**config.mk**
```make
export PLATFORM = sky130hd
export DESIGN_NAME = sorted_interval_merger
export DESIGN_NICKNAME = d
export VERILOG_FILES = /design/src/hw/rtl/smi_pkg.sv /design/src/hw/rtl/smi_ctrl.sv /design/src/hw/rtl/smi_dp.sv /design/src/hw/rtl/sorted_interval_merger.sv
export VERILOG_INCLUDE_DIRS = /design/src /design/src/hw/rtl
export SDC_FILE = /design/constraint.sdc
export NUM_CORES = 2
export LEC_CHECK = 0
export ABC_CLOCK_PERIOD_IN_PS = 7100
export BUFFER_PORTS_ARGS = -buffer_cell sky130_fd_sc_hd__clkbuf_2
export CAP_MARGIN = 20
export CELL_PAD_IN_SITES_DETAIL_PLACEMENT = 0
export CELL_PAD_IN_SITES_GLOBAL_PLACEMENT = 1
export CORE_MARGIN = 2
export CORE_UTILIZATION = 45
export CTS_CLUSTER_DIAMETER = 120
export DETAILED_ROUTE_END_ITERATION = 6
export PLACE_DENSITY_LB_ADDON = 0.1
export SETUP_SLACK_MARGIN = 0.2
export SLEW_MARGIN = 20
export SYNTH_ARGS = -nofsm -noshare
export SYNTH_HDL_FRONTEND = slang
export SYNTH_SLANG_ARGS = --single-unit
```
**constraint.sdc**
```tcl
create_clock -name clk -period 7.1 [get_ports clk]
set_clock_uncertainty 0.05 [all_clocks]
set_input_delay 0.71 -clock clk [delete_from_list [all_inputs] [get_ports clk]]
set_output_delay 0.71 -clock clk [all_outputs]
set_load 0.01 [all_outputs]
```
**src/hw/rtl/assert_macros.svh**
```systemverilog
// Assertion helpers for the RTL modules; smi_dp includes them.
`ifndef ASSERT_MACROS_SVH
`define ASSERT_MACROS_SVH

// Condition must hold at every clock edge outside reset.
`define ASSERT_ALWAYS(label, clk, rst_n, cond) \
  label: assert property (@(posedge clk) disable iff (!rst_n) (cond)) \
    else $error("assertion failed");

// Antecedent implies the consequent at the following clock edge.
`define ASSERT_NEXT(label, clk, rst_n, ante, cons) \
  label: assert property (@(posedge clk) disable iff (!rst_n) (ante) |=> (cons)) \
    else $error("assertion failed");

// Antecedent implies the consequent in the same cycle.
`define ASSERT_IMPLY(label, clk, rst_n, ante, cons) \
  label: assert property (@(posedge clk) disable iff (!rst_n) (ante) |-> (cons)) \
    else $error("assertion failed");

`endif

```
**src/hw/rtl/smi_pkg.sv**
```systemverilog
`timescale 1ns / 1ps
`default_nettype none
package smi_pkg;

  // Stack geometry
  localparam int STACK_DEPTH = 32;
  localparam int CNT_W       = $clog2(STACK_DEPTH + 1);
  localparam int IDX_W       = $clog2(STACK_DEPTH);

  localparam logic [31:0] SLACK_RESET = 32'd3600;

  typedef struct packed {
    logic [31:0] stream_tag;
    logic [31:0] start_req;
    logic [31:0] finish;
    logic        is_last;
  } in_item_t;

  typedef struct packed {
    logic [31:0] out_stream;
    logic [31:0] out_start;
    logic [31:0] out_finish;
    logic        last_of_run;
    logic        overflowed;
  } out_item_t;

  typedef struct packed {
    logic [31:0] start_v;
    logic [31:0] end_v;
  } entry_t;

  typedef enum logic [2:0] {
    ST_IDLE,
    ST_EVAL,
    ST_PUSH,
    ST_PRE_RD,
    ST_PRE_OUT,
    ST_FIN_RD,
    ST_FIN_OUT
  } state_t;

  // Controller to datapath
  typedef struct packed {
    logic capture;    // take the input transfer
    logic eval;       // merge or push within the open run
    logic push_new;   // open a new run with the held interval
    logic pop;        // read and remove the top entry
    logic fin_phase;  // pop belongs to the final drain
  } cmd_t;

  // Datapath to controller
  typedef struct packed {
    logic new_run;
    logic cnt_zero;
    logic in_last;
  } status_t;

endpackage
`default_nettype wire

```
**src/hw/rtl/smi_ctrl.sv**
```systemverilog
`timescale 1ns / 1ps
`default_nettype none
module smi_ctrl (
  input  wire logic            clk,
  input  wire logic            rst_n,
  input  wire logic            in_valid,
  output logic                 in_stall,
  output logic                 out_valid,
  input  wire logic            out_stall,
  input  wire smi_pkg::status_t sts,
  output smi_pkg::cmd_t        cmd
);

  smi_pkg::state_t state_r, state_nxt;

  // State register
  always_ff @(posedge clk) begin
    if (!rst_n) begin
      state_r <= smi_pkg::ST_IDLE;
    end else begin
      state_r <= state_nxt;
    end
  end

  // Next state
  always_comb begin
    state_nxt = state_r;
    unique case (state_r)
      smi_pkg::ST_IDLE: begin
        if (in_valid) state_nxt = smi_pkg::ST_EVAL;
      end
      smi_pkg::ST_EVAL: begin
        if (sts.new_run) begin
          state_nxt = sts.cnt_zero ? smi_pkg::ST_PUSH : smi_pkg::ST_PRE_RD;
        end else begin
          state_nxt = sts.in_last ? smi_pkg::ST_FIN_RD : smi_pkg::ST_IDLE;
        end
      end
      smi_pkg::ST_PUSH: begin
        state_nxt = sts.in_last ? smi_pkg::ST_FIN_RD : smi_pkg::ST_IDLE;
      end
      smi_pkg::ST_PRE_RD: state_nxt = smi_pkg::ST_PRE_OUT;
      smi_pkg::ST_PRE_OUT: begin
        if (!out_stall) begin
          state_nxt = sts.cnt_zero ? smi_pkg::ST_PUSH : smi_pkg::ST_PRE_RD;
        end
      end
      smi_pkg::ST_FIN_RD: state_nxt = smi_pkg::ST_FIN_OUT;
      smi_pkg::ST_FIN_OUT: begin
        if (!out_stall) begin
          state_nxt = sts.cnt_zero ? smi_pkg::ST_IDLE : smi_pkg::ST_FIN_RD;
        end
      end
      default: state_nxt = smi_pkg::ST_IDLE;
    endcase
  end

  // Outputs and datapath commands
  always_comb begin
    cmd       = '0;
    in_stall  = 1'b1;
    out_valid = 1'b0;
    unique case (state_r)
      smi_pkg::ST_IDLE: begin
        in_stall    = 1'b0;
        cmd.capture = in_valid;
      end
      smi_pkg::ST_EVAL:    cmd.eval     = ~sts.new_run;
      smi_pkg::ST_PUSH:    cmd.push_new = 1'b1;
      smi_pkg::ST_PRE_RD:  cmd.pop      = 1'b1;
      smi_pkg::ST_PRE_OUT: out_valid    = 1'b1;
      smi_pkg::ST_FIN_RD: begin
        cmd.pop       = 1'b1;
        cmd.fin_phase = 1'b1;
      end
      smi_pkg::ST_FIN_OUT: out_valid = 1'b1;
      default: begin
        in_stall = 1'b1;
      end
    endcase
  end

endmodule
`default_nettype wire

```
**src/hw/rtl/smi_dp.sv**
```systemverilog
`timescale 1ns / 1ps
`default_nettype none
`include "assert_macros.svh"
module smi_dp (
  input  wire logic              clk,
  input  wire logic              rst_n,
  input  wire logic              cfg_we,
  input  wire logic [31:0]       cfg_wdata,
  input  wire smi_pkg::in_item_t in_data,
  input  wire smi_pkg::cmd_t     cmd,
  output smi_pkg::status_t       sts,
  output smi_pkg::out_item_t     out_data
);

  logic [31:0]                slack_r;
  logic [31:0]                sid_r, st_r, en_r;
  logic                       last_r;
  logic [31:0]                stream_r;
  logic                       have_prev_r;
  logic [smi_pkg::CNT_W-1:0]  cnt_r, cnt_nxt;
  logic                       ovf_r;
  logic [31:0]                top_start_r, top_end_r;
  smi_pkg::entry_t            rd_data_r;
  logic                       rd_last_r;

  smi_pkg::entry_t            mem [smi_pkg::STACK_DEPTH];
  logic                       wr_en;
  logic [smi_pkg::IDX_W-1:0]  wr_idx;
  smi_pkg::entry_t            wr_data;

  logic [smi_pkg::CNT_W-1:0]  cnt_dec;
  logic [31:0]                top_end_inc;
  logic                       gap, widen, full;

  assign cnt_dec     = cnt_r - smi_pkg::CNT_W'(1);
  assign top_end_inc = top_end_r + 32'd1;
  assign gap         = top_end_inc < st_r;
  assign widen       = top_end_r < en_r;
  assign full        = cnt_r == smi_pkg::CNT_W'(smi_pkg::STACK_DEPTH);

  // Status to controller
  assign sts.new_run  = ~have_prev_r | (cnt_r == '0) | (sid_r != stream_r);
  assign sts.cnt_zero = cnt_r == '0;
  assign sts.in_last  = last_r;

  // Configuration register
  always_ff @(posedge clk) begin
    if (!rst_n) begin
      slack_r <= smi_pkg::SLACK_RESET;
    end else if (cfg_we) begin
      slack_r <= cfg_wdata;
    end
  end

  // Hold the accepted interval, end extended by slack
  always_ff @(posedge clk) begin
    if (cmd.capture) begin
      sid_r  <= in_data.stream_tag;
      st_r   <= in_data.start_req;
      en_r   <= in_data.finish + slack_r;
      last_r <= in_data.is_last;
    end
  end

  // Stack write port select
  always_comb begin
    wr_en   = 1'b0;
    wr_idx  = cnt_r[smi_pkg::IDX_W-1:0];
    wr_data = '{start_v: st_r, end_v: en_r};
    if (cmd.push_new) begin
      wr_en = 1'b1;
    end else if (cmd.eval) begin
      if (gap) begin
        wr_en = ~full;
      end else if (widen) begin
        wr_en   = 1'b1;
        wr_idx  = cnt_dec[smi_pkg::IDX_W-1:0];
        wr_data = '{start_v: top_start_r, end_v: en_r};
      end
    end
  end

  // Stack memory
  always_ff @(posedge clk) begin
    if (wr_en) mem[wr_idx] <= wr_data;
  end

  always_ff @(posedge clk) begin
    if (cmd.pop) begin
      rd_data_r <= mem[cnt_dec[smi_pkg::IDX_W-1:0]];
      rd_last_r <= (cnt_dec == '0) & (cmd.fin_phase | ~last_r);
    end
  end

  // Top of stack copy
  always_ff @(posedge clk) begin
    if (cmd.push_new || (cmd.eval && gap && !full)) begin
      top_start_r <= st_r;
      top_end_r   <= en_r;
    end else if (cmd.eval && !gap && widen) begin
      top_end_r <= en_r;
    end
  end

  // Count: advance on push, drop on pop
  always_comb begin
    cnt_nxt = cnt_r;
    if (cmd.pop) begin
      cnt_nxt = cnt_dec;
    end else if (cmd.push_new || (cmd.eval && gap && !full)) begin
      cnt_nxt = cnt_r + smi_pkg::CNT_W'(1);
    end
  end

  // Run state and sticky overflow
  always_ff @(posedge clk) begin
    if (!rst_n) begin
      cnt_r       <= '0;
      have_prev_r <= 1'b0;
      stream_r    <= '0;
      ovf_r       <= 1'b0;
    end else begin
      cnt_r <= cnt_nxt;
      if (cmd.push_new) begin
        stream_r    <= sid_r;
        have_prev_r <= 1'b1;
      end else if (cmd.pop && cmd.fin_phase) begin
        have_prev_r <= 1'b0;
      end
      if (cmd.eval && gap && full) ovf_r <= 1'b1;
    end
  end

  // Result transfer payload
  assign out_data = '{out_stream:  stream_r,
                      out_start:   rd_data_r.start_v,
                      out_finish:  rd_data_r.end_v,
                      last_of_run: rd_last_r,
                      overflowed:  ovf_r};

  `ASSERT_ALWAYS(a_cnt_bound, clk, rst_n, cnt_r <= smi_pkg::CNT_W'(smi_pkg::STACK_DEPTH))
  `ASSERT_NEXT(a_ovf_sticky, clk, rst_n, ovf_r, ovf_r)
  `ASSERT_IMPLY(a_pop_nonempty, clk, rst_n, cmd.pop, cnt_r != '0)
  `ASSERT_IMPLY(a_push_empty, clk, rst_n, cmd.push_new, cnt_r == '0)

endmodule
`default_nettype wire

```
**src/hw/rtl/sorted_interval_merger.sv**
```systemverilog
// An accepted interval that yields no result passes through IDLE and EVAL (merge or push within a run),
//   and through PUSH as well when it opens a new run on an empty stack; the stack sits in a registered RAM.
// Each result takes a RAM read (PRE_RD or FIN_RD), then an output transfer (PRE_OUT or FIN_OUT) held by out_stall.
// in_stall is low only in IDLE, so no new interval is taken until the last one and its drained entries are done.
// Reset: synchronous, active low; stack empty, overflow clear, merge_slack back to 3600.
`timescale 1ns / 1ps
`default_nettype none
module sorted_interval_merger (
  input  wire logic               clk,
  input  wire logic               rst_n,
  input  wire logic               cfg_we,
  input  wire logic [31:0]        cfg_wdata,
  input  wire logic               in_valid,
  output logic                    in_stall,
  input  wire smi_pkg::in_item_t  in_data,
  output logic                    out_valid,
  input  wire logic               out_stall,
  output smi_pkg::out_item_t      out_data
);

  smi_pkg::cmd_t    cmd;
  smi_pkg::status_t sts;

  smi_ctrl u_ctrl (
    .clk       (clk),
    .rst_n     (rst_n),
    .in_valid  (in_valid),
    .in_stall  (in_stall),
    .out_valid (out_valid),
    .out_stall (out_stall),
    .sts       (sts),
    .cmd       (cmd)
  );

  smi_dp u_dp (
    .clk       (clk),
    .rst_n     (rst_n),
    .cfg_we    (cfg_we),
    .cfg_wdata (cfg_wdata),
    .in_data   (in_data),
    .cmd       (cmd),
    .sts       (sts),
    .out_data  (out_data)
  );

endmodule
`default_nettype wire
```
==> implementation parameters <==
Parameter                              Value

Timing
  Setup repair after global routing missed its margin    no
  Timing-limited maximum frequency    0.155 GHz
  Final setup violation count    0
  Slew @ Worst Pin    1.12 ns
  Total count of hold-check failures in the final report    0
  Worst slew margin relative to its limit    24.5%
  Final slew viol count    0
  Tcrit/Tclk final    91.1%
  Min Clock Period, post-route    6.47 ns

Synth
  Predominant post-synthesis flop cell    sky130_fd_sc_hd__edfxtp_1
  Dominant cell type by area after synthesis    sky130_fd_sc_hd__edfxtp_1
  Yosys warns    0
  Mean Syn Cell Area    ~22 sq um
  Seq/Total Area, Yosys    76.0%
  Yosys reg bits    2,349
  Syn Inst Count    4,182
  Number of flops mapped to enable cells by yosys    2,274
  Number of different library cells in the post-synthesis netlist    68
  Dominant cells by area after synthesis    sky130_fd_sc_hd__edfxtp_1 (74%), sky130_fd_sc_hd__mux4_2 (16%), sky130_fd_sc_hd__dfxtp_1 (1.6%)
  Cell area after technology mapping    91,900 sq um
  Nets in the synthesized netlist    4,415
  Fraction of registers with async set/reset    0%
  Portion of synthesized cell area occupied by the leading cell type    about three quarters

Die
  Height of the chip    456 microns
  Placement row count    165
  Floorplan die area    208,000 sq um
  # IOs    about 230
  Core area    around 200,000 sq um
  Die boundary width    approximately 460 microns
  Starting density of the core    45.4%

Setup path
  Number of cells traversed by the worst register-to-register path    16
  Critical path fanouts, max    41
  Crit-path most repeated cell    sky130_fd_sc_hd__and3_1
  Arrival time worst endpoint    between 6 and 7 ns
  Slowest cell on the critical path    sky130_fd_sc_hd__nor2_4
  CP max stage delay    0.95 ns
  Data required, critical path    around 7.6 ns
  Capturing element type of the critical path    flop
  List of cells traversed by the critical path    and3_1 > and3_1 > and3_1 > nand4_1 > nor3_1 > nand3_1 > xnor2_1 > ha_1 > nand4_1 > or3_1 > nor4_1 > a211oi_2 > a2111o_1 > o31a_1 > nor2_4 > buf_12
  Critical path class    flop to flop
  Critical path buffers and inverters    1
  Total number of cells along the worst setup path    16
  Type of element launching the critical path    flop
  Crit path max-delay family    simple AND/OR/NAND/NOR gates

Drt
  Met1 Wirelength    101,000 microns
  Routed via count divided by cell count    5.79
  Number of iterations in the first detailed-routing pass    7
  Final routed wire length divided by cell count    32.6 microns
  Met3 wire length    11,900 microns
  Detail Route Antenna Nets    0
  Number of DRC violations after detailed routing    4
  Metal2 WL    126,000 microns
  Highest routing layer actually used    met4
  Number of design-rule violations left by the first detailed-router iteration    about 4,500
  Routed via count    44,100
  Final wirelength    248,000 microns

Clocking
  TritonCTS Buffers    between 200 and 250
  Total number of H-tree levels    4
  CTS tree    yes
  Buffer depth of the longest clock path    3
  Number of setup buffers added after CTS    0
  Worst skew pair latency    0.90 ns
  Clk sink count    2,349
  Clk slew on worst S/H paths    0.06 ns
  Root buffer selected by CTS    sky130_fd_sc_hd__clkbuf_16

Layout
  Area of combinational cells with multiple inputs    ~21,000 sq um
  Sequential cell area    69,800 sq um
  Count of filler cells inserted in the layout    15,700
  Fraction of final layout cells with drive strength greater than 1    31.1%
  Area added between synthesis and finish    15.8%
  Most frequent standard cell in the layout excluding fill and tap cells    sky130_fd_sc_hd__edfxtp_1
  Most frequent cells in the layout    sky130_fd_sc_hd__edfxtp_1 (2,274), sky130_fd_sc_hd__mux4_2 (640), sky130_fd_sc_hd__clkbuf_16 (241), sky130_fd_sc_hd__clkbuf_2 (232), sky130_fd_sc_hd__nand2_1 (142)
  Final core area utilization    a little over half
  Number of nets in the layout    4,959

Global route
  Antenna violations before repair    10
  Total track usage    23.8%
  Wire length of the first global-routing pass    349,000 microns
  Maximum number of pins on one net before global-route repair    148
  GRT overflow    0
  Via count of the first global-routing pass    44,900

Placed design
  Buffers added on ports    between 200 and 250
  Final GP Congestion    0.810
  Hpwl dp    151,000 microns

Run status
  Status    finished, violations left
  Failing checks    DRC

Power
  Power density over the cells    406 nW/um^2
  Maximum VDD drop    390 uV
  Power, Total    43.2 mW
  LEAKAGE    ~34 nW

Min path
  Min-Delay Path Depth    2
  Hold crit path type    input pin to flop

Flow run
  Max-cap violation count    0
## per-stage QoR
| stage | cell area, sq um | hold slack (ns) | setup TNS, ns | worst slack (ns) | cells |
|---|---|---|---|---|---|
| floorplan | 91900 | 0.376 | -370.58 | -0.190 | 4182 |
| global placement | 97500 | 0.383 | 0 | 0.521 | 7058 |
| detailed placement | 97600 | 0.386 | 0 | 0.564 | 7059 |
| CTS | 106000 | 0.0747 | 0 | 0.563 | 7602 |
| global route | 106000 | 0.114 | 0 | 0.205 | 7605 |
| finish | 106000 | 0.137 | 0 | 0.629 | 7609 |
## per-layer routing
metal  global-route usage, %  vias to the layer above
met5                       0                        -
met4                    8.24                        0
met3                    3.49                      314
met2                    40.5                     1269
met1                    31.6                    23900
li1                        -                    18600
## registers in the layout, summed over array words and instances, names as in the netlist, 3 cells and up
name              flops
u_dp.slack_r         32
u_dp.top_start_r     32
u_dp.sid_r           32
u_dp.mem           2048
u_dp.stream_r        32
u_dp.cnt_r            6
u_dp.en_r            32
u_dp.out_data        64
u_dp.top_end_r       32
u_dp.st_r            32
u_ctrl.state_r        3
## cells by family (layout without fill, tap and decap cells)
family / count (synthesis) / in the layout / synth area share (%)
adder cells (fa/ha/maj): 99 / 99 / 1.36
AO/OA/AOI/OAI: 232 / 232 / 1.69
AND/OR/NAND/NOR: 394 / 394 / 2.06
buffers and inverters: 274 / 1022 / 1.17
multiplexers: 740 / 740 / 16.9
flip-flops: 2349 / 2349 / 76.0
XOR/XNOR: 94 / 94 / 0.896
other: 0 / 7 / 0
## cell type report
| class | count | share of cell area (%) |
|---|---|---|
| Tap cell | 2672 | 3.14 |
| Sequential cell | 2349 | 65.6 |
| Multi-Input combinational cell | 1559 | 20.2 |
| Timing Repair Buffer | 492 | 3.42 |
| Clock buffer | 296 | 5.86 |
| Clock inverter | 150 | 1.48 |
| Antenna cell | 7 | 0.0165 |
| Inverter | 84 | 0.299 |
## synthesized netlist by cell type, types with 3 or more instances
| library cell | n |
|---|---|
| sky130_fd_sc_hd__edfxtp_1 | 2274 |
| sky130_fd_sc_hd__mux4_2 | 640 |
| sky130_fd_sc_hd__nand2_1 | 142 |
| sky130_fd_sc_hd__clkbuf_1 | 135 |
| sky130_fd_sc_hd__ha_1 | 98 |
| sky130_fd_sc_hd__inv_1 | 84 |
| sky130_fd_sc_hd__nor2_1 | 78 |
| sky130_fd_sc_hd__xnor2_1 | 76 |
| sky130_fd_sc_hd__dfxtp_1 | 75 |
| sky130_fd_sc_hd__mux2_2 | 66 |
| sky130_fd_sc_hd__o21ai_0 | 57 |
| sky130_fd_sc_hd__a21oi_1 | 48 |
| sky130_fd_sc_hd__nor2b_1 | 43 |
| sky130_fd_sc_hd__a21boi_0 | 35 |
| sky130_fd_sc_hd__mux2i_1 | 34 |
| sky130_fd_sc_hd__nand3_1 | 33 |
| sky130_fd_sc_hd__buf_1 | 32 |
| sky130_fd_sc_hd__a21o_1 | 24 |
| sky130_fd_sc_hd__nand4_1 | 24 |
| sky130_fd_sc_hd__xor2_1 | 18 |
| sky130_fd_sc_hd__buf_2 | 17 |
| sky130_fd_sc_hd__and3_1 | 15 |
| sky130_fd_sc_hd__nor3_1 | 12 |
| sky130_fd_sc_hd__o21a_1 | 12 |
| sky130_fd_sc_hd__and2_1 | 10 |
| sky130_fd_sc_hd__nand2b_1 | 10 |
| sky130_fd_sc_hd__or3_1 | 8 |
| sky130_fd_sc_hd__a211oi_1 | 5 |
| sky130_fd_sc_hd__buf_4 | 5 |
| sky130_fd_sc_hd__o211ai_1 | 5 |
| sky130_fd_sc_hd__o31a_1 | 5 |
| sky130_fd_sc_hd__or2_2 | 5 |
| sky130_fd_sc_hd__a211o_1 | 4 |
| sky130_fd_sc_hd__and4_1 | 4 |
| sky130_fd_sc_hd__a31o_2 | 3 |
| sky130_fd_sc_hd__a31oi_1 | 3 |
| sky130_fd_sc_hd__a41oi_1 | 3 |
| sky130_fd_sc_hd__o21bai_1 | 3 |
## worst paths after layout
| kind | end | slack [ns] | startpoint |
|---|---|---|---|
| min reg2reg | u_dp.top_start_r[4] | 0.39 | u_dp.st_r[4] |
| min | u_dp.en_r[0] | 0.14 | in_data[1] |
| max reg2reg | u_dp.mem[22][47] | 0.63 | u_dp.top_end_r[2] |
| max | u_dp.mem[22][47] | 0.63 | u_dp.top_end_r[2] |
## power breakdown
part / internal, mW / leakage, nW / switching [mW]
combinational: 5.57 / 8.93 / 7.89
clock: 7.09 / 3.80 / 5.42
sequential: 16.8 / 21.1 / 0.477
total: 29.5 / 33.8 / 13.8
## timing repair
item / 4_1_cts / 5_1_grt
hold buffers: 97 / 0
endpoints found under the setup margin: 0 / 0
resized for setup: 0 / 0
endpoints found under the hold margin: 97 / 0
No activity file was read; power rests on OpenSTA's default activity.
